[config.mk]
export PLATFORM = sky130hd
export DESIGN_NAME = lcdd_front
export DESIGN_NICKNAME = d
export VERILOG_FILES = /design/src/hdl/lcdd_pkg.sv /design/src/hdl/lcdd_front.sv
export SDC_FILE = /design/constraint.sdc
export NUM_CORES = 1
export LEC_CHECK = 0
export ABC_AREA = 1
export ABC_CLOCK_PERIOD_IN_PS = 2600
export BUFFER_PORTS_ARGS = -buffer_cell sky130_fd_sc_hd__buf_2
export CORE_UTILIZATION = 35
export DETAILED_ROUTE_END_ITERATION = 10
export PLACE_DENSITY_LB_ADDON = 0.25
export SKIP_CTS_REPAIR_TIMING = 1
export SYNTH_ARGS = -nofsm -noshare
export SYNTH_HDL_FRONTEND = slang
export SYNTH_SLANG_ARGS = --single-unit
[constraint.sdc]
create_clock -name clk -period 2.6 [get_ports clk]
set_clock_uncertainty 0.2 [all_clocks]
set_input_delay 0.26 -clock clk [delete_from_list [all_inputs] [get_ports clk]]
set_output_delay 0.26 -clock clk [all_outputs]
set_load 0.02 [all_outputs]
[src/hdl/lcdd_pkg.sv]
// ----------------------------------------------------------------------------
// LCD numeric driver package
// Command codes, the queued command word and the seven-segment table.
// ----------------------------------------------------------------------------
package lcdd_pkg;

	localparam int NUM_POS = 6;
	localparam int VAL_W   = 20;

	// Incoming function codes
	localparam logic [2:0] FUNC_RADIO  = 3'd0;
	localparam logic [2:0] FUNC_TWOWAY = 3'd1;
	localparam logic [2:0] FUNC_DOT    = 3'd2;
	localparam logic [2:0] FUNC_ALLDOT = 3'd3;
	localparam logic [2:0] FUNC_TEST   = 3'd4;

	localparam logic [23:0] RADIO_MAX  = 24'd999999;
	localparam logic [23:0] TWOWAY_MAX = 24'd9999;
	localparam logic [VAL_W-1:0] TEST_VALUE = 20'd888888;

	localparam logic [7:0] DOT_MASK      = 8'h10;
	localparam logic [7:0] BLANK_PATTERN = 8'h00;

	// Classified operations carried through the queue
	typedef enum logic [2:0] {
		OP_RADIO  = 3'd0,
		OP_TWOWAY = 3'd1,
		OP_DOT    = 3'd2,
		OP_ALLDOT = 3'd3,
		OP_TEST   = 3'd4,
		OP_CLEAR  = 3'd5
	} op_t;

	typedef struct packed {
		op_t              op;
		logic [VAL_W-1:0] value;
		logic             enable;
		logic [2:0]       position;
	} cmd_t;

	function automatic logic [7:0] seg_pattern(input logic [3:0] d);
		logic [7:0] p;
		unique case (d)
			4'd0: p = 8'b11101011;
			4'd1: p = 8'b01100000;
			4'd2: p = 8'b11000111;
			4'd3: p = 8'b11100101;
			4'd4: p = 8'b01101100;
			4'd5: p = 8'b10101101;
			4'd6: p = 8'b10101111;
			4'd7: p = 8'b11100000;
			4'd8: p = 8'b11101111;
			4'd9: p = 8'b11101101;
			default: p = BLANK_PATTERN;
		endcase
		return p;
	endfunction

endpackage

[src/hdl/lcdd_front.sv]
// ----------------------------------------------------------------------------
// LCD driver front end
// Accepts command words, clamps and classifies them, and queues them.
// ----------------------------------------------------------------------------
module lcdd_front (
	input  logic           clk,
	input  logic           arst_n,
	input  logic           in_valid,
	output logic           in_ready,
	input  logic [2:0]     func,
	input  logic [23:0]    value,
	input  logic           enable,
	input  logic [2:0]     position,
	output logic           q_valid,
	output lcdd_pkg::cmd_t q_cmd,
	input  logic           q_pop
);
	import lcdd_pkg::*;

	cmd_t       ent_q [2];
	logic       wr_ptr_q, rd_ptr_q;
	logic [1:0] cnt_q;
	cmd_t       cls;
	logic       keep;
	logic       push;

	// Classify: clamp the value, drop commands that cause no write
	always_comb begin
		cls.op       = OP_RADIO;
		cls.value    = '0;
		cls.enable   = enable;
		cls.position = position;
		keep         = 1'b1;
		unique case (func)
			FUNC_RADIO: begin
				cls.op    = OP_RADIO;
				cls.value = (value > RADIO_MAX) ? RADIO_MAX[VAL_W-1:0] : value[VAL_W-1:0];
			end
			FUNC_TWOWAY: begin
				cls.op    = OP_TWOWAY;
				cls.value = (value > TWOWAY_MAX) ? TWOWAY_MAX[VAL_W-1:0] : value[VAL_W-1:0];
			end
			FUNC_DOT: begin
				cls.op = OP_DOT;
				keep   = (position < 3'(NUM_POS));
			end
			FUNC_ALLDOT: cls.op = OP_ALLDOT;
			FUNC_TEST: begin
				cls.op    = enable ? OP_TEST : OP_CLEAR;
				cls.value = TEST_VALUE;
			end
			default: keep = 1'b0;
		endcase
	end

	assign in_ready = (cnt_q != 2'd2);
	assign push     = in_valid && in_ready && keep;
	assign q_valid  = (cnt_q != 2'd0);
	assign q_cmd    = ent_q[rd_ptr_q];

	always_ff @(posedge clk) begin
		if (push) begin
			ent_q[wr_ptr_q] <= cls;
		end
	end

	always_ff @(posedge clk or negedge arst_n) begin
		if (!arst_n) begin
			wr_ptr_q <= 1'b0;
			rd_ptr_q <= 1'b0;
			cnt_q    <= 2'd0;
		end else begin
			if (push) begin
				wr_ptr_q <= ~wr_ptr_q;
			end
			if (q_pop) begin
				rd_ptr_q <= ~rd_ptr_q;
			end
			cnt_q <= cnt_q + 2'(push) - 2'(q_pop);
		end
	end

endmodule

After elaboration in Yosys (flattened, before gate mapping):

Memories as Yosys holds them, arrays and structs flattened.
Cells that the tools add are included.

* register bits after elaboration: 4
* memories: 1
* RAM bits: 54
* word-level logic and storage cells: 29
* output and inout port bits: 29

* equal/unequal tests: 5
* $lt $le $gt $ge: 3
* $add $sub $neg: 2
* reduce and logical (&&, ||, !) cells: 5
* bitwise operators: 2
* muxes and demuxes: 8

Memories
* ent_q: words 2, bits a word 27, read ports 1, clocked after memory_dff 0, wr ports 1, line lcdd_front.sv:20 `cmd_t ent_q [2];`

Operators with widths (number)
* $pmux W20 S3: 1
* $mux W20: 2
* $gt A24 B14 Y1 const B: 1
* $gt A24 B20 Y1 const B: 1
* $pmux W3 S4: 1
* $eq A3 B2 Y1 const B: 2
* $reduce_or A4 Y1: 1
* $eq A3 B1 Y1 const B: 1
* $eq A3 B3 Y1 const B: 1
* $logic_not A3 Y1: 1
* $lt A3 B3 Y1 const B: 1
* $mux W1: 3
* $add A2 B1 Y2: 1
* $logic_and A1 B1 Y1: 2
* $ne A2 B2 Y1 const B: 1
* $not A1 Y1: 2
* $pmux W1 S2: 1
* $reduce_bool A2 Y1: 1
* $sub A2 B1 Y2: 1

Depth between registers and ports, before layout:

Gate-level depths: netlist of the first run.

* depth in word-level cells: 6
* gate-level depth with buffers: 9
* mapped depth without buffers: 9

Worst setup path before layout of the first run:

OpenSTA, ideal clock, no wires.

* path kind: input -> register
* from: in func[2]
* to: mem ent_q[0][0] (netlist name) (enable)
* data arrival time: 1929 ps
* library setup time: 411 ps
* cell stages on the path: 4
* buffers on the path: 1
* path slack: 61 ps
* path through: buf_4 -> a21oi_1 -> o211ai_4 -> nor2_1

* longest elaborated chain between the ends: 6
* elaborated cells between the ends (all ways): 10
* those cells by class: eq/ne (4); mux (3); reduce/logical (3)

RTL lines
* from (decl): line lcdd_front.sv:10 `input logic [2:0] func,`
* $eq A3 B3 Y1 (tied with other cells): line lcdd_front.sv:34 `unique case (func)`
* $reduce_or A4 Y1 (no source line)
* $pmux W1 S2 (*): line lcdd_front.sv:34
* $logic_and A1 B1 Y1 (*): line lcdd_front.sv:57 `assign push = in_valid && in_ready && keep;`
* $mux W1 (*): line lcdd_front.sv:62 `if (push) begin`
* $mux W1 (implied by the code) (*): line lcdd_front.sv:63 `ent_q[wr_ptr_q] <= cls;`
* to (decl): line lcdd_front.sv:20

Every way passes the cells marked *; elsewhere a longest branch is shown, timed or not.

==> impl_metrics.py, run 1 <==
metrics = {
    "die": {
        "core-area_mm2": 0.00769,
        "fp.dieW_um": 91.0,
        "start_util_pct": 36.1,
        "die_h_um": 91.0,
        "io_pins": 64,
        "row_count": 32,
        "dieArea_mm2": 0.00829,
    },
    "setup_path": {
        "crit_fanout": 28,
        "cp_cell_sequence": "buf_4 > mux2_2 > buf_2",
        "cp-end-kind": "primary output",
        "crit_path_top_delay_cell": "mux2_2",
        "crit_arrival_ns": 1.60,
        "worstPathRequired_ns": 2.14,
        "path_class": "reg -> out",
        "cpPeakStageDelay_ns": 0.39,
        "start_kind": "register",
    },
    "global_routing": {
        "gr-usage-all-layers_pct": 15.2,
        "grt_max_degree": 29,
        "grt_pass1_wl_um": 9340,
        "antenna_found_initial": 0,
        "grt_pass1_vias": 1850,
        "overflow": 0,
    },
    "timing": {
        "finalCriticalPeriod_ns": 2.06,
        "hold_violations": 0,
        "slew_headroom_pct": 72.7,
        "setup_viol": 0,
        "slew_violations": 0,
        "tightest_slew_ns": 0.408,
        "fin_worst_hold_slack_ns": 0.0559,
        "setup_tns_ns": 0,
        "grt_setup_unrepaired": "false",
        "max_freq_ghz": 0.486,
        "timing.final.crit_share_pct": 79.2,
    },
    "synthesis": {
        "yosysWarningCount": 0,
        "postSynthCellCount": 224,
        "syn_area_mm2": 0.00277,
        "syn-num-nets": 261,
        "ys_seq_area_share_pct": 62.1,
        "synthMuxAreaShare_pct": 11.0,
        "synth_area_per_cell_um2": 12.4,
        "ys_seq_elements": 58,
        "synth_xor_area_share_pct": 1.26,
        "yosys.area_share.simple_pct": 16.5,
        "synth.distinct_cells": 30,
        "synth-compound-area-share_pct": 3.79,
        "synthAdderAreaFrac_pct": 0.902,
        "synth_top_family_by_area": "simple AND/OR/NAND/NOR gates",
    },
    "drt": {
        "drcViolationCount": 0,
        "first_iter_violations": 86,
        "wl_um": 5860,
        "wl_per_cell_um": 14.4,
        "vias": 1936,
        "firstDrtPassIters": 5,
        "vias_per_cell": 4.76,
        "ant_nets": 0,
    },
    "cells_and_area": {
        "design_area_mm2": 0.00348,
        "fin_cells": 407,
        "diodes": 0,
        "drive_gt1_share_pct": 42.3,
        "area_growth_pct": 25.6,
        "fin_nets": 337,
    },
    "power": {
        "p_int_w": 0.00227,
        "seqPwrFrac_pct": 38.3,
        "swShare_pct": 31.2,
        "power.share.clock_pct": 29.9,
        "combPwrFrac_pct": 31.8,
        "p_total_w": 0.00330,
        "peakVddDrop_mv": 0.253,
        "switching_power_w": 0.00103,
        "power_density_mw_per_mm2": 946,
        "leakagePower_nw": 1.41,
    },
    "placed_design": {
        "placedCellCount": 385,
        "io_buffers": 63,
        "gp_congestion": 0.806,
        "placed_area_mm2": 0.00319,
        "dp_hpwl_um": 4030,
    },
    "clock_tree": {
        "clkSlewWorstSetupHoldPaths_ns": 0.07,
        "cts_made_buffers": 9,
        "cts.sinks": 58,
        "clockBufferDepth": 2,
        "clk_latency_ns": 0.34,
        "cts_tree": "yes",
        "cts-root-buf": "clkbuf_8",
        "cts-htree-levels": 3,
    },
    "worst_hold_path": {
        "hp-class": "in -> async",
    },
    "flow_run": {
        "drv_cap": 0,
    },
    "outcome": {
        "status": "finished clean",
    },
}
[registers in the layout, indices dropped and copies added, names as in the netlist]
name / flops
cnt_q: 2
ent_q: 54
rd_ptr_q: 1
wr_ptr_q: 1
[cells in the mapped netlist, drive strengths merged]
cell | n | area [um^2]
nor3 | 1 | 16.3
xnor2 | 2 | 17.5
edfxtp | 54 | 1620
xor2 | 2 | 17.5
dfrtp | 4 | 100
inv | 19 | 73.8
nand2 | 41 | 156
nand3 | 11 | 65.1
nor2 | 25 | 124
or2 | 1 | 6.26
a21boi | 2 | 15.0
o21ai | 7 | 38.8
a21oi | 4 | 23.8
o22ai | 1 | 6.26
mux2 | 27 | 304
nand3b | 6 | 45.0
o211ai | 1 | 21.3
nand4 | 7 | 43.8
buf | 7 | 52.5
ha | 2 | 25.0
[layout by cell type (no fill, tap or decap), drive strengths merged, types with 2 or more instances in the layout]
cell	netlist	final
nand2	41	41
a21oi	4	4
inv	19	19
xnor2	2	2
nand4	7	7
ha	2	2
xor2	2	2
buf	7	66
mux2	27	27
dfrtp	4	4
edfxtp	54	54
clkbuf	0	10
nand3b	6	6
clkinv	0	3
o21ai	7	7
a21boi	2	2
dlygate4sd3	0	6
nand3	11	11
nor2	25	25
bufinv	0	3
[metrics by stage]
step                worst slack (ns)  utilization (%)
finish                         0.541             45.3
global route                   0.452             45.3
CTS                            0.478             44.5
detailed placement             0.678             41.5
global placement               0.699             41.5
floorplan                     0.0606                -
[kinds of logic (layout without fill, tap and decap cells)]
group | Yosys count | in the layout
buffers and inverters | 26 | 107
AO/OA/AOI/OAI | 15 | 15
AND/OR/NAND/NOR | 92 | 92
XOR/XNOR | 4 | 4
multiplexers | 27 | 27
adder cells (fa/ha/maj) | 2 | 2
flip-flops | 58 | 58
[worst paths after layout]
check	slack (ns)	cells after the start	to	from
setup / recovery	0.54	3	q_cmd[17]	rd_ptr_q
hold / removal	0.06	2	cnt_q[1]	arst_n
setup reg to reg	0.92	4	ent_q[1][10]	cnt_q[1]
hold reg to reg	0.33	1	cnt_q[0]	cnt_q[0]
max in group asynchronous	2.03	2	wr_ptr_q	arst_n
min in group clk	0.06	3	ent_q[1][5]	value[1]
[worst max-delay path, delay by kind of cell (launching register included)]
family | cells | cell delay (ns)
buffers and inverters | 2 | 0.52
multiplexers | 1 | 0.39
flip-flops | 1 | 0.34
[power by group through the flow]
| stage | clock network [W] | registers [W] | logic [W] |
|---|---|---|---|
| after floorplan | 0 | 0.00127 | 0.000738 |
| after global placement | 0 | 0.00128 | 0.00106 |
| after detailed placement | 0 | 0.00129 | 0.00106 |
| after CTS | 0.00101 | 0.00127 | 0.00107 |
| after global routing | 0.00105 | 0.00128 | 0.00113 |
| final | 0.000985 | 0.00126 | 0.00105 |
[routing by layer]
| layer | wire length, um | vias to the layer above | track usage, % |
|---|---|---|---|
| met5 | 0 | - | 0 |
| met4 | 59 | 0 | 5.95 |
| met3 | 330 | 8 | 5.53 |
| met2 | 2770 | 67 | 23.7 |
| met1 | 2700 | 923 | 19.0 |
| li1 | - | 938 | - |
[final cells by class]
class	instances	area [um^2]
Fill cell	748	4200
Sequential cell	58	1720
Multi-Input combinational cell	140	931
Timing Repair Buffer	72	398
Clock buffer	10	128
Tap cell	102	128
Clock inverter	6	105
Inverter	19	73.8
No activity file was read; power rests on OpenSTA's default activity.
==> inputs of run 2 (changes only) <==
- ABC_CLOCK_PERIOD_IN_PS: 2600 -> 1900
- clock period: 2.6 -> 1.9 ns (I/O delays scaled with it)
==> run 2 against run 1 <==
Compared with the run above:
- the flow now finishes with violations (negative hold slack)
- sequential cell count unchanged
- utilization up 0.50 points
- design area up 1.1%
- clock-buffer cell count unchanged
- non-clock buffer count up 7
- die area unchanged
- critical path type unchanged
- largest cell class unchanged
- largest power group unchanged
- highest routed layer unchanged
==> impl_metrics.py, run 2 (same netlist as run 1, synthesis figures left out) <==
metrics = {
    "outcome": {
        "status": "finished with violations",
        "violations": "negative hold slack",
    },
    "worst_hold_path": {
        "min_path_cells": 3,
        "hold_path_startpoint": "value[0]",
        "holdPathEnd": "ent_q[0][4]",
        "hp-class": "in -> reg",
    },
    "drt": {
        "wl_per_cell_um": 14.2,
        "firstDrtPassIters": 4,
        "vias_per_cell": 4.74,
        "first_iter_violations": 93,
        "ant_nets": 0,
        "wl_um": 5870,
        "drcViolationCount": 0,
        "vias": 1962,
    },
    "die": {
        "die_h_um": 91.0,
        "fp.dieW_um": 91.0,
        "dieArea_mm2": 0.00829,
        "core-area_mm2": 0.00769,
        "start_util_pct": 36.1,
        "row_count": 32,
        "io_pins": 64,
    },
    "cells_and_area": {
        "largest_register_ff_count": 54,
        "layout_common_cells": "buf_2 (63), edfxtp_1 (54), nand2_1 (40)",
        "area_growth_pct": 27.0,
        "fill_cells": 766,
        "multi_input_area_um2": 931,
        "fin_nets": 344,
        "reg_top3": "ent_q (54), cnt_q (2)",
        "diodes": 0,
        "drive_gt1_share_pct": 42.9,
        "seqCellArea_mm2": 0.00172,
        "final_common_cell": "buf_2",
        "regMostFlops": "ent_q",
    },
    "power": {
        "p_total_w": 0.00434,
        "power_density_mw_per_mm2": 1230,
        "peakVddDrop_mv": 0.366,
        "leakagePower_nw": 1.43,
    },
    "clock_tree": {
        "cts-root-buf": "clkbuf_8",
        "clkSlewWorstSetupHoldPaths_ns": 0.07,
        "clockBufferDepth": 2,
        "cts_tree": "yes",
        "cts.sinks": 58,
        "cts-htree-levels": 3,
        "clk_latency_ns": 0.33,
        "cts_made_buffers": 9,
    },
    "timing": {
        "setup_tns_ns": 0,
        "setup_viol": 0,
        "max_freq_ghz": 0.543,
        "slew_violations": 0,
        "timing.final.crit_share_pct": 97.0,
        "hold_violations": 4,
        "finalCriticalPeriod_ns": 1.84,
        "slew_headroom_pct": 73.9,
        "tightest_slew_ns": 0.390,
        "fin_worst_hold_slack_ns": -0.0165,
    },
    "setup_path": {
        "cp-end-kind": "primary output",
        "timing.rr.end": "cnt_q[1]",
        "crit_fanout": 14,
        "ff2ff_setup_slack_ns": 0.31,
        "crit_arrival_ns": 1.45,
        "start_kind": "register",
        "rr_worst_depth": 6,
        "path_class": "reg -> out",
        "worstPathRequired_ns": 1.51,
        "reg2reg_from": "cnt_q[1]",
    },
    "global_routing": {
        "gr-usage-all-layers_pct": 14.7,
        "grt_pass1_wl_um": 9200,
        "grt_max_degree": 29,
        "antenna_found_initial": 0,
        "grt_pass1_vias": 1872,
        "overflow": 0,
    },
    "placed_design": {
        "gp_congestion": 0.830,
        "dp_hpwl_um": 4110,
        "io_buffers": 63,
    },
    "flow_run": {
        "drv_cap": 0,
    },
}
==> run 2: cell type report <==
class                   instances  share of cell area, %
clock buffers                  10                   3.62
clock inverters                 6                   1.63
inverters                      19                   2.10
multi-input cells             140                   26.4
flip-flops and latches         58                   48.9
well taps                     102                   3.62
repair buffers                 79                   13.7
==> run 2: worst max path at each step <==
stage	slack, ns	end	start
2_1_floorplan	-0.18	ent_q[0][0]	cnt_q[1]
3_3_place_gp	0.15	cnt_q[1]	func[1]
3_5_place_dp	0.13	cnt_q[1]	func[1]
4_1_cts	0.03	q_cmd[17]	rd_ptr_q
5_1_grt	-0.003	q_cmd[25]	rd_ptr_q
6_report	0.06	q_cmd[18]	rd_ptr_q
==> run 2: metal layers <==
metal  GRT usage, %  wire length, um  vias to the layer above
met5              0                0                        -
met4           7.14               61                        0
met3           3.18              279                        6
met2           23.3             2830                       67
met1           19.1             2710                      937
li1               -                -                      952
==> run 2: stage by stage <==
step | hold WS, ns | utilization, % | instances | setup slack [ns] | area (um^2)
finish | -0.0165 | 45.8 | 414 | 0.0567 | 3520
global route | 0.00754 | 45.8 | 414 | -0.00344 | 3520
CTS | -0.563 | 44.6 | 406 | 0.0337 | 3430
detailed placement | -0.197 | 42.2 | 390 | 0.132 | 3240
global placement | -0.199 | 42.2 | 390 | 0.155 | 3240
floorplan | -0.306 | - | 224 | -0.177 | 2780
==> run 2: critical path: stages, from the launching register on <==
cell and delay [ns]:
dfrtp_2 0.43, clkbuf_16 0.20, mux2_2 0.33, buf_2 0.16
==> run 2: where the power goes <==
part	internal (W)	switching, W	total (W)
clock network	0.000593	0.000464	0.00106
registers	0.00167	0.0000782	0.00175
logic	0.000662	0.000876	0.00154
